**src/rtl/ordered_pair_list_table_macros.svh**
```systemverilog
// assertion macros for the ordered pair list table
`ifndef ORDERED_PAIR_LIST_TABLE_MACROS_SVH
`define ORDERED_PAIR_LIST_TABLE_MACROS_SVH

// antecedent implies consequent in the same cycle
`define OLT_ASSERT_IMPLY(label, clk, rst_n, ante, cons) \
    label: assert property (@(posedge clk) disable iff (!(rst_n)) (ante) |-> (cons)) \
        else $error("assertion failed");

// antecedent implies consequent in the next cycle
`define OLT_ASSERT_NEXT(label, clk, rst_n, ante, cons) \
    label: assert property (@(posedge clk) disable iff (!(rst_n)) (ante) |=> (cons)) \
        else $error("assertion failed");

// expression never holds
`define OLT_ASSERT_NEVER(label, clk, rst_n, expr) \
    label: assert property (@(posedge clk) disable iff (!(rst_n)) !(expr)) \
        else $error("assertion failed");

`endif

```
**src/rtl/olt_pkg.sv**
```systemverilog
// shared constants and types of the ordered pair list table
`default_nettype none
package olt_pkg;

    localparam int DEPTH = 16;
    localparam int CNT_W = $clog2(DEPTH + 1);
    localparam int IDX_W = (DEPTH > 1) ? $clog2(DEPTH) : 1;
    localparam int KEY_W = 16;
    localparam int POS_W = 4;
    localparam int OUT_CNT_W = 5;

    typedef enum logic [1:0] {
        CMD_INSERT = 2'd0,
        CMD_REMOVE = 2'd1,
        CMD_QUERY  = 2'd2,
        CMD_READ   = 2'd3
    } t_cmd;

    typedef enum logic [1:0] {
        ST_OK       = 2'd0,
        ST_FULL     = 2'd1,
        ST_NO_MATCH = 2'd2,
        ST_RANGE    = 2'd3
    } t_status;

    typedef struct packed {
        logic insert;
        logic remove;
    } t_cell_ctl;

endpackage
`default_nettype wire

```
**src/rtl/olt_cell.sv**
```systemverilog
// one cell of the list: holds a pair, compares it and shifts with its neighbors
`default_nettype none
module olt_cell (
    input  wire logic                      i_clk,
    input  wire olt_pkg::t_cell_ctl        i_ctl,
    input  wire logic                      i_valid,
    input  wire logic [olt_pkg::KEY_W-1:0] i_key_length,
    input  wire logic [olt_pkg::KEY_W-1:0] i_key_width,
    input  wire logic [olt_pkg::KEY_W-1:0] i_prev_length,
    input  wire logic [olt_pkg::KEY_W-1:0] i_prev_width,
    input  wire logic [olt_pkg::KEY_W-1:0] i_next_length,
    input  wire logic [olt_pkg::KEY_W-1:0] i_next_width,
    input  wire logic                      i_seen,
    output logic                           o_seen,
    output logic [olt_pkg::KEY_W-1:0]      o_length,
    output logic [olt_pkg::KEY_W-1:0]      o_width
);

    logic [olt_pkg::KEY_W-1:0] r_length;
    logic [olt_pkg::KEY_W-1:0] r_width;
    logic                      w_match;

    assign w_match  = i_valid && (r_length == i_key_length) && (r_width == i_key_width);
    assign o_seen   = i_seen || w_match;
    assign o_length = r_length;
    assign o_width  = r_width;

    always_ff @(posedge i_clk) begin
        if (i_ctl.insert) begin
            r_length <= i_prev_length;
            r_width  <= i_prev_width;
        end else if (i_ctl.remove && o_seen) begin
            r_length <= i_next_length;
            r_width  <= i_next_width;
        end
    end

endmodule
`default_nettype wire

```
**src/rtl/ordered_pair_list_table.sv**
```systemverilog
// top level of the ordered pair list table
// A command is taken when start is high and busy is low. The next cycle busy is
// high while the row of cells compares every stored pair against the key and
// shifts in one pass; the cycle after that the result is on the o_ ports for
// exactly one cycle with o_valid high, and a new command may be started in that
// same cycle. A command thus passes through the compare and shift pass of the
// cell row followed by the result register. The receiver cannot stall results.
// o_entry_count and o_is_empty always show the current fill of the list.
`default_nettype none
module ordered_pair_list_table (
    input  wire logic                          i_clk,
    input  wire logic                          i_rst_n,
    input  wire logic                          start,
    output logic                               busy,
    input  wire logic [1:0]                    i_cmd,
    input  wire logic [olt_pkg::KEY_W-1:0]     i_key_length,
    input  wire logic [olt_pkg::KEY_W-1:0]     i_key_width,
    input  wire logic [olt_pkg::POS_W-1:0]     i_position,
    output logic                               o_valid,
    output logic [1:0]                         o_status,
    output logic                               o_found,
    output logic [olt_pkg::KEY_W-1:0]          o_read_length,
    output logic [olt_pkg::KEY_W-1:0]          o_read_width,
    output logic [olt_pkg::OUT_CNT_W-1:0]      o_entry_count,
    output logic                               o_is_empty
);

    `include "ordered_pair_list_table_macros.svh"

    logic                           r_busy;
    logic                           r_valid;
    olt_pkg::t_cmd                  r_cmd;
    logic [olt_pkg::KEY_W-1:0]      r_key_length;
    logic [olt_pkg::KEY_W-1:0]      r_key_width;
    logic [olt_pkg::POS_W-1:0]      r_pos;
    logic [olt_pkg::CNT_W-1:0]      r_count;
    olt_pkg::t_status               r_status;
    logic                           r_found;
    logic [olt_pkg::KEY_W-1:0]      r_read_length;
    logic [olt_pkg::KEY_W-1:0]      r_read_width;

    olt_pkg::t_status               n_status;
    logic                           n_found;
    logic [olt_pkg::KEY_W-1:0]      n_read_length;
    logic [olt_pkg::KEY_W-1:0]      n_read_width;
    logic [olt_pkg::CNT_W-1:0]      n_count;

    olt_pkg::t_cell_ctl             w_ctl;
    logic                           w_full;
    logic                           w_pos_ok;
    logic [olt_pkg::IDX_W-1:0]      w_idx;
    logic [olt_pkg::KEY_W-1:0]      w_len [olt_pkg::DEPTH];
    logic [olt_pkg::KEY_W-1:0]      w_wid [olt_pkg::DEPTH];
    logic                           w_seen [olt_pkg::DEPTH+1];

    assign w_full   = (r_count == olt_pkg::CNT_W'(olt_pkg::DEPTH));
    assign w_pos_ok = (32'(r_pos) < 32'(r_count));
    assign w_idx    = olt_pkg::IDX_W'(r_pos);
    assign w_ctl.insert = r_busy && (r_cmd == olt_pkg::CMD_INSERT) && !w_full;
    assign w_ctl.remove = r_busy && (r_cmd == olt_pkg::CMD_REMOVE);
    assign w_seen[0] = 1'b0;

    for (genvar g = 0; g < olt_pkg::DEPTH; g++) begin : g_cell
        logic [olt_pkg::KEY_W-1:0] w_prev_len, w_prev_wid, w_next_len, w_next_wid;
        logic                      w_cell_valid;

        assign w_cell_valid = (olt_pkg::CNT_W'(g) < r_count);
        if (g == 0) begin : g_front
            assign w_prev_len = r_key_length;
            assign w_prev_wid = r_key_width;
        end else begin : g_mid
            assign w_prev_len = w_len[g-1];
            assign w_prev_wid = w_wid[g-1];
        end
        if (g == olt_pkg::DEPTH - 1) begin : g_back
            assign w_next_len = w_len[g];
            assign w_next_wid = w_wid[g];
        end else begin : g_inner
            assign w_next_len = w_len[g+1];
            assign w_next_wid = w_wid[g+1];
        end

        olt_cell u_cell (
            .i_clk         (i_clk),
            .i_ctl         (w_ctl),
            .i_valid       (w_cell_valid),
            .i_key_length  (r_key_length),
            .i_key_width   (r_key_width),
            .i_prev_length (w_prev_len),
            .i_prev_width  (w_prev_wid),
            .i_next_length (w_next_len),
            .i_next_width  (w_next_wid),
            .i_seen        (w_seen[g]),
            .o_seen        (w_seen[g+1]),
            .o_length      (w_len[g]),
            .o_width       (w_wid[g])
        );
    end

    always_comb begin
        n_status      = olt_pkg::ST_OK;
        n_found       = 1'b0;
        n_read_length = '0;
        n_read_width  = '0;
        n_count       = r_count;
        case (r_cmd)
            olt_pkg::CMD_INSERT: begin
                if (w_full) begin
                    n_status = olt_pkg::ST_FULL;
                end else begin
                    n_count = r_count + olt_pkg::CNT_W'(1);
                end
            end
            olt_pkg::CMD_REMOVE: begin
                if (w_seen[olt_pkg::DEPTH]) begin
                    n_count = r_count - olt_pkg::CNT_W'(1);
                end else begin
                    n_status = olt_pkg::ST_NO_MATCH;
                end
            end
            olt_pkg::CMD_QUERY: begin
                n_found = w_seen[olt_pkg::DEPTH];
            end
            olt_pkg::CMD_READ: begin
                if (w_pos_ok) begin
                    n_read_length = w_len[w_idx];
                    n_read_width  = w_wid[w_idx];
                end else begin
                    n_status = olt_pkg::ST_RANGE;
                end
            end
            default: begin
                n_status = olt_pkg::ST_OK;
            end
        endcase
    end

    always_ff @(posedge i_clk) begin
        if (!i_rst_n) begin
            r_busy  <= 1'b0;
            r_valid <= 1'b0;
            r_count <= '0;
        end else begin
            r_valid <= r_busy;
            if (r_busy) begin
                r_busy  <= 1'b0;
                r_count <= n_count;
            end else if (start) begin
                r_busy  <= 1'b1;
            end
        end
    end

    always_ff @(posedge i_clk) begin
        if (!r_busy && start) begin
            r_cmd        <= olt_pkg::t_cmd'(i_cmd);
            r_key_length <= i_key_length;
            r_key_width  <= i_key_width;
            r_pos        <= i_position;
        end
        if (r_busy) begin
            r_status      <= n_status;
            r_found       <= n_found;
            r_read_length <= n_read_length;
            r_read_width  <= n_read_width;
        end
    end

    assign busy          = r_busy;
    assign o_valid       = r_valid;
    assign o_status      = r_status;
    assign o_found       = r_found;
    assign o_read_length = r_read_length;
    assign o_read_width  = r_read_width;
    assign o_entry_count = olt_pkg::OUT_CNT_W'(r_count);
    assign o_is_empty    = (r_count == '0);

    `OLT_ASSERT_NEXT(a_busy_then_result, i_clk, i_rst_n, busy, o_valid)
    `OLT_ASSERT_NEVER(a_no_result_while_busy, i_clk, i_rst_n, busy && o_valid)
    `OLT_ASSERT_IMPLY(a_full_means_depth, i_clk, i_rst_n,
        o_valid && (o_status == olt_pkg::ST_FULL),
        r_count == olt_pkg::CNT_W'(olt_pkg::DEPTH))
    `OLT_ASSERT_IMPLY(a_no_match_keeps_count, i_clk, i_rst_n,
        o_valid && (o_status == olt_pkg::ST_NO_MATCH),
        r_count == $past(r_count))

endmodule
`default_nettype wire
```
**config.mk**
```make
export PLATFORM = sky130hd
export DESIGN_NAME = ordered_pair_list_table
export DESIGN_NICKNAME = d
export VERILOG_FILES = /design/src/rtl/olt_pkg.sv /design/src/rtl/olt_cell.sv /design/src/rtl/ordered_pair_list_table.sv
export VERILOG_INCLUDE_DIRS = /design/src /design/src/rtl
export SDC_FILE = /design/constraint.sdc
export NUM_CORES = 2
export LEC_CHECK = 0
export ABC_AREA = 1
export BUFFER_PORTS_ARGS = -buffer_cell sky130_fd_sc_hd__clkbuf_2
export CORE_ASPECT_RATIO = 1.4
export CORE_UTILIZATION = 36
export CTS_CLUSTER_DIAMETER = 80
export DETAILED_ROUTE_END_ITERATION = 8
export PLACE_DENSITY = 0.59
export SYNTH_ARGS = -nofsm -noshare
export SYNTH_HDL_FRONTEND = slang
export SYNTH_SLANG_ARGS = --single-unit
```
**constraint.sdc**
```tcl
create_clock -name i_clk -period 12.5 [get_ports i_clk]
set_clock_uncertainty 0.1 [all_clocks]
set_input_delay 2.5 -clock i_clk [delete_from_list [all_inputs] [get_ports i_clk]]
set_output_delay 2.5 -clock i_clk [all_outputs]
set_load 0.05 [all_outputs]
```
After elaboration in Yosys (flattened, before gate mapping)
Index checks and enable logic that the tools add are counted.
Operators by class
  reductions and logical operators: 89
  $lt $le $gt $ge: 18
  add/subtract/negate cells: 2
  bitwise operators: 2
  mux-type cells: 74
  equal/unequal tests: 38
Operator list (count)
  16-bit 2-to-1 mux: 64
  16-bit == test: 32
  16-bit binary-select mux with 4-bit select: 2
  1-bit logical AND: 51
  4-bit by 5-bit < comparator with 1-bit output, first input constant: 8
  2-bit nonzero test: 16
  3-bit by 5-bit < comparator with 1-bit output, first input constant: 4
  1-bit logical OR: 15
  1-bit by 5-bit < comparator with 1-bit output, first input constant: 2
  2-bit by 5-bit < comparator with 1-bit output, first input constant: 2
  5-bit 2-to-1 mux: 2
  5-bit one-hot mux with 2 select lines: 1
  2-bit one-hot mux with 3 select lines: 1
  5-bit by 1-bit adder with 5-bit output, second input constant: 1
  5-bit == test, second input constant: 1
  5-bit greater-or-equal comparator, second input constant: 1
  5-bit zero test: 1
  4-bit by 5-bit < comparator with 1-bit output: 1
  4-bit inverter with 5-bit output: 1
  5-bit by 1-bit subtractor with 5-bit output, second input constant: 1
  2-bit == test, second input constant: 2
  2-bit 2-to-1 mux: 2
  4-bit AND reduction: 1
  2-bit by 1-bit == test with 1-bit output, second input constant: 1
  8 further kinds: 10
Storage, ports and cells
  word-level logic and storage cells: 266
  register bits after elaboration: 592
  input bits: 41
  output and inout bits: 43

Depth between registers and ports, before layout
  depth after elaboration: 20
  mapped depth: 22
  gate-level depth less buffers: 20

Hierarchy
Synthesis repeated with hierarchy kept, for this count alone.
Second synthesis, totals
  cells, all modules: 6114
  area total of the unflattened synthesis: 40789.1 um2
By module, submodules not included
  olt_cell: cells an instance 265, times used 16, area an instance 1925.6 um2, sequential area each 960.9 um2
  ordered_pair_list_table: cells an instance 1874, times used 1, area an instance 9979.6 um2, sequential area each 2332.2 um2

Worst setup path after synthesis
No wires, ideal clock.
  kind: reg2reg
  start: register r_busy (netlist: busy)
  end: register g_cell[1].u_cell.r_length, in the netlist g_cell[1].u_cell.o_length[0], enable pin
  data required time: 11.934 ns
  cell stages (with the launch flop): 5
  library setup time: 0.466 ns
  arrival: 4.507 ns
  clock period less this slack: 5.072 ns
  path buffers: 0
  slack: 7.428 ns
  path through: dfxtp_1 > inv_1 > nor2_1 > inv_1 > o21ai_0
Between the ends
  longest elaborated chain between the ends: 3
  elaborated cells on any way between the ends: 5
  those cells by class: 5 x reduce/logical
RTL lines
  from (decl): line ordered_pair_list_table.sv:30  | logic r_busy;
  from (signal assigned): line ordered_pair_list_table.sv:140  | r_busy <= 1'b0;
  from (signal assigned): line ordered_pair_list_table.sv:146  | r_busy <= 1'b0;
  from (signal assigned): line ordered_pair_list_table.sv:149  | r_busy <= 1'b1;
  1-bit logical AND (on tied branches): line ordered_pair_list_table.sv:59, ordered_pair_list_table.sv:60
  1-bit logical AND (on tied branches): line ordered_pair_list_table.sv:59, olt_cell.sv:32
  2-bit nonzero test (no line) *
  to (signal assigned): line olt_cell.sv:30  | r_length <= i_prev_length;
  to (signal assigned): line olt_cell.sv:33  | r_length <= i_next_length;
  to (decl): line olt_cell.sv:19  | logic [olt_pkg::KEY_W-1:0] r_length;
Every way passes the cells marked *; elsewhere a longest branch is shown, timed or not.
A chain may end at the register's enable or synchronous reset.

Worst setup path in the final report
  start: register r_count, in the netlist o_entry_count[4]
  end: output o_is_empty
Between the ends
  longest elaborated chain between the ends: 1
RTL lines
  from (decl): line ordered_pair_list_table.sv:36  | logic [olt_pkg::CNT_W-1:0] r_count;
  from (signal assigned): line ordered_pair_list_table.sv:147  | r_count <= n_count;
  5-bit zero test: line ordered_pair_list_table.sv:176  | assign o_is_empty = (r_count == '0);
  to (decl): line ordered_pair_list_table.sv:25  | output logic o_is_empty
Every way passes these cells.

==> flow_results.xml <==
<?xml version="1.0" encoding="UTF-8"?>
<metrics>
  <group name="sta">
    <metric name="grt_setup_unrepaired" unit="">false</metric>
    <metric name="worst_hold_slack" unit="ns">0.392</metric>
    <metric name="setup_viol" unit="">0</metric>
    <metric name="timing_hold_violations_final" unit="">0</metric>
    <metric name="min_clock_period_post_route" unit="ns">5.13</metric>
    <metric name="fmax" unit="MHz">195</metric>
    <metric name="worst_slew_pin_slew" unit="ns">1.48</metric>
    <metric name="finalMaxSlewViolations" unit="">0</metric>
    <metric name="final_critical_path_setup_slack" unit="ns">7.37</metric>
    <metric name="aggregate_negative_setup_slack" unit="ns">0</metric>
    <metric name="max_slew_headroom" unit="%">0.509</metric>
    <metric name="timing.final.crit_share" unit="%">41.0</metric>
  </group>
  <group name="layout">
    <metric name="drive_above_1_share" unit="%">6.98</metric>
    <metric name="seq_area" unit="um2">17700</metric>
    <metric name="nFillCells" unit="">10700</metric>
    <metric name="layout.nets" unit="">4758</metric>
    <metric name="synthToLayoutAreaGrowth" unit="%">9.50</metric>
    <metric name="multiInputGateArea" unit="um2">17500</metric>
  </group>
  <group name="global_route">
    <metric name="vias_in_the_first_global_route" unit="">35500</metric>
    <metric name="grt_remaining_overflow" unit="">0</metric>
    <metric name="grt_first_pass_wirelength" unit="mm">291</metric>
    <metric name="grt.total_usage" unit="%">39.6</metric>
    <metric name="initial_antenna_violation_count" unit="">16</metric>
    <metric name="grt_start_max_net_pins" unit="">205</metric>
  </group>
  <group name="detailed_routing">
    <metric name="highest_layer_used_for_signal_routing" unit="">met5</metric>
    <metric name="remaining_drc_errors" unit="">0</metric>
    <metric name="ant_nets" unit="">0</metric>
    <metric name="drt_pass1_iterations" unit="">7</metric>
    <metric name="met3_wirelength" unit="mm">19.9</metric>
    <metric name="detailroute.via_count" unit="">37700</metric>
    <metric name="first_iter_violations" unit="">6002</metric>
    <metric name="routed_wl" unit="mm">215</metric>
    <metric name="routed_wire_length_per_instance" unit="um">35.2</metric>
    <metric name="met2_wirelength" unit="mm">97.3</metric>
    <metric name="viasPerCell" unit="">6.16</metric>
    <metric name="routedLengthMet1" unit="mm">70.9</metric>
  </group>
  <group name="clock_tree">
    <metric name="tritoncts" unit="">built</metric>
    <metric name="cts-hold-fix-buffers" unit="">0</metric>
    <metric name="htreeDepth" unit="">3</metric>
    <metric name="numClockSinks" unit="">592</metric>
    <metric name="clk_latency" unit="ns">0.69</metric>
    <metric name="cts_post_setup_buffers_inserted" unit="">0</metric>
    <metric name="clk_transition_reported_paths" unit="ns">0.06</metric>
    <metric name="cts_buffers" unit="">69</metric>
    <metric name="clock_path_buffers" unit="">3</metric>
    <metric name="post_cts.resized_instances" unit="">0</metric>
    <metric name="cts.root.buffer_cell" unit="">clkbuf_16</metric>
  </group>
  <group name="power">
    <metric name="p_leak" unit="nW">16.6</metric>
    <metric name="power.clock.fraction" unit="%">40.7</metric>
    <metric name="ir_drop" unit="mV">0.0827</metric>
    <metric name="sw_frac_of_total" unit="%">30.8</metric>
    <metric name="power.density_cell_area" unit="nW/um2">121</metric>
    <metric name="cellInternalPower" unit="W">0.00350</metric>
    <metric name="total_switching_power" unit="W">0.00156</metric>
    <metric name="comb_power_share" unit="%">14.5</metric>
    <metric name="post-layout-total-power" unit="W">0.00506</metric>
    <metric name="seq_power_share" unit="%">44.9</metric>
  </group>
  <group name="worst_hold_path">
    <metric name="min_delay_path_depth" unit="">0</metric>
    <metric name="timing.hold.worst.class" unit="">flop to flop</metric>
    <metric name="hold_path_startpoint" unit="">g_cell[14].u_cell.o_width[9]</metric>
    <metric name="worst_hold_path.endpoint" unit="">g_cell[15].u_cell.o_width[9]</metric>
  </group>
  <group name="flow_run">
    <metric name="timing.max_cap.violations" unit="">1</metric>
  </group>
  <group name="run_status">
    <metric name="violated_checks" unit="">max-capacitance violations</metric>
    <metric name="status" unit="">finished, violations left</metric>
  </group>
  <group name="setup_path">
    <metric name="timing.critical_path.arrival" unit="ns">2.53</metric>
    <metric name="timing.reg2reg.worst_path_depth" unit="">20</metric>
    <metric name="r2r_slack" unit="ns">7.41</metric>
    <metric name="reg2reg_to" unit="">g_cell[14].u_cell.o_length[3]</metric>
    <metric name="endpoint_kind" unit="">output pin</metric>
    <metric name="required" unit="ns">9.90</metric>
    <metric name="critical_path.reg2reg.startpoint" unit="">g_cell[0].w_prev_len[12]</metric>
    <metric name="cp_max_fo" unit="">13</metric>
    <metric name="path_class" unit="">flop to output pin</metric>
    <metric name="timing.critical_path.from_type" unit="">flop</metric>
  </group>
  <group name="logic_synthesis">
    <metric name="ys.flop_type" unit="">edfxtp_1</metric>
    <metric name="syn_nets" unit="">4813</metric>
    <metric name="post_synthesis_sequential_element_count" unit="">592</metric>
    <metric name="synth.lib_cells_used.distinct" unit="">59</metric>
    <metric name="synth_async_sr_flop_share" unit="%">0</metric>
    <metric name="synth.yosys.warnings" unit="">0</metric>
    <metric name="synth_area_per_cell" unit="um2">8.00</metric>
    <metric name="netlist_instances" unit="">4765</metric>
    <metric name="mappedNetlistArea" unit="um2">38100</metric>
    <metric name="synth-seq-area-share" unit="%">46.5</metric>
    <metric name="edff_count_synth" unit="">585</metric>
  </group>
  <group name="placed_design">
    <metric name="final_weighted_congestion_in_routability_driven_placement" unit="">1.12</metric>
    <metric name="dpl_worst_slack" unit="ns">7.72</metric>
    <metric name="detailedPlacementHpwl" unit="mm">162</metric>
    <metric name="portBuffers" unit="">83</metric>
  </group>
  <group name="floorplan">
    <metric name="start_util" unit="%">36.5</metric>
    <metric name="ios" unit="">84</metric>
    <metric name="dieHeight" unit="um">387</metric>
    <metric name="core_area" unit="um2">105000</metric>
    <metric name="die_footprint" unit="um2">107000</metric>
    <metric name="fp.dieW" unit="um">277</metric>
    <metric name="placement_rows" unit="">140</metric>
  </group>
</metrics>
routing by layer:
layer | GRT usage, % | vias up
met3 | 7.70 | 879
li1 | - | 16200
met5 | 0.0450 | -
met4 | 41.8 | 4
met2 | 62.2 | 2789
met1 | 43.4 | 17800
power by group through the flow:
stage                     clock, W  combinational, W  sequential (W)
after floorplan                  0          0.000377         0.00230
after global placement           0          0.000685         0.00231
after detailed placement         0          0.000686         0.00231
after CTS                  0.00207          0.000688         0.00227
after global routing       0.00213          0.000748         0.00227
final                      0.00206          0.000733         0.00227
cell type report:
class | instances | area share, %
flip-flops and latches | 592 | 42.4
multi-input cells | 3452 | 42.0
clock buffers | 84 | 4.37
well taps | 1349 | 4.04
inverters | 433 | 3.92
repair buffers | 162 | 2.49
clock inverters | 35 | 0.719
diodes | 7 | 0.0420
through the flow:
stage	std cells	area, um2	util (%)
finish	6114	41700	39.9
global route	6108	41700	39.9
CTS	6105	41700	39.9
detailed placement	5986	39600	37.8
global placement	5986	39600	37.8
floorplan	4765	38100	-
registers in the layout (all words and copies together), names as in the netlist, 4 cells and up:
signal,count
g_cell.u_cell.o_length,256
r_pos,4
o_read_length,16
g_cell.w_prev_len,16
g_cell.w_prev_wid,16
o_entry_count,5
g_cell.u_cell.o_width,256
o_read_width,16
logic make-up after synthesis:
group           count (synthesis)  share of synthesized area (%)
fa+ha+maj                       7                          0.230
buf+inv                       721                           7.87
mux                             8                          0.210
xor+xnor                      296                           6.82
compound gates               1024                           14.5
flops                         592                           46.5
simple gates                 2117                           23.9
cell usage after synthesis, drive strengths merged, types with 6 or more instances:
library cell  number  area [um2]
o211ai            66         495
nand4            139         895
or2                6        37.5
ha                 7        87.6
clkbuf           191         717
nor2b              6        37.5
o2111ai           10        87.6
xor2             131        1150
o22ai             43         269
buf               97         653
dfxtp              7         140
nor2             262        1000
o21ai            616        3080
nor4b              7        67.6
nor4              93         588
or4                6        45.0
a21oi            239        1200
edfxtp           585       17600
nand3b            13        97.6
nor3              58         295
xnor2            165        1450
nand3            149         771
inv              432        1620
mux2i              8        80.1
a211oi            38         285
nand2           1352        5100
nor3b             18         135
critical path: stages (launching register included):
cell      delay [ns]
dfxtp_1         0.44
nor2_4          0.54
nand2_4         0.26
nor2_1          0.28
clkbuf_2        0.33
how the worst max path moves through the flow:
stage          depth (start not counted)                     start                             end  slack (ns)
5_1_grt                               20  g_cell[0].w_prev_len[12]  g_cell[14].u_cell.o_length[14]        7.19
3_5_place_dp                          20  g_cell[0].w_prev_len[12]  g_cell[14].u_cell.o_length[10]        7.72
6_report                               4          o_entry_count[4]                      o_is_empty        7.37
2_1_floorplan                          4                      busy    g_cell[1].u_cell.o_length[0]        7.43
4_1_cts                                4          o_entry_count[4]                      o_is_empty        7.37
3_3_place_gp                          20  g_cell[0].w_prev_len[12]  g_cell[14].u_cell.o_length[10]        7.77
layout by cell type (no fill, tap or decap), drive strengths merged, types with 4 or more instances in the layout:
cell type / count
a211oi: 38
a21oi: 239
buf: 77
bufinv: 4
clkbuf: 169
clkinv: 25
dfxtp: 7
diode: 7
edfxtp: 585
ha: 7
inv: 436
mux2i: 8
nand2: 1352
nand3: 149
nand3b: 13
nand4: 139
nor2: 262
nor2b: 6
nor3: 58
nor3b: 18
nor4: 93
nor4b: 7
o2111ai: 10
o211ai: 66
o21ai: 616
o22ai: 43
or2: 6
or4: 6
xnor2: 165
xor2: 131
No activity file was read; power rests on OpenSTA's default activity.
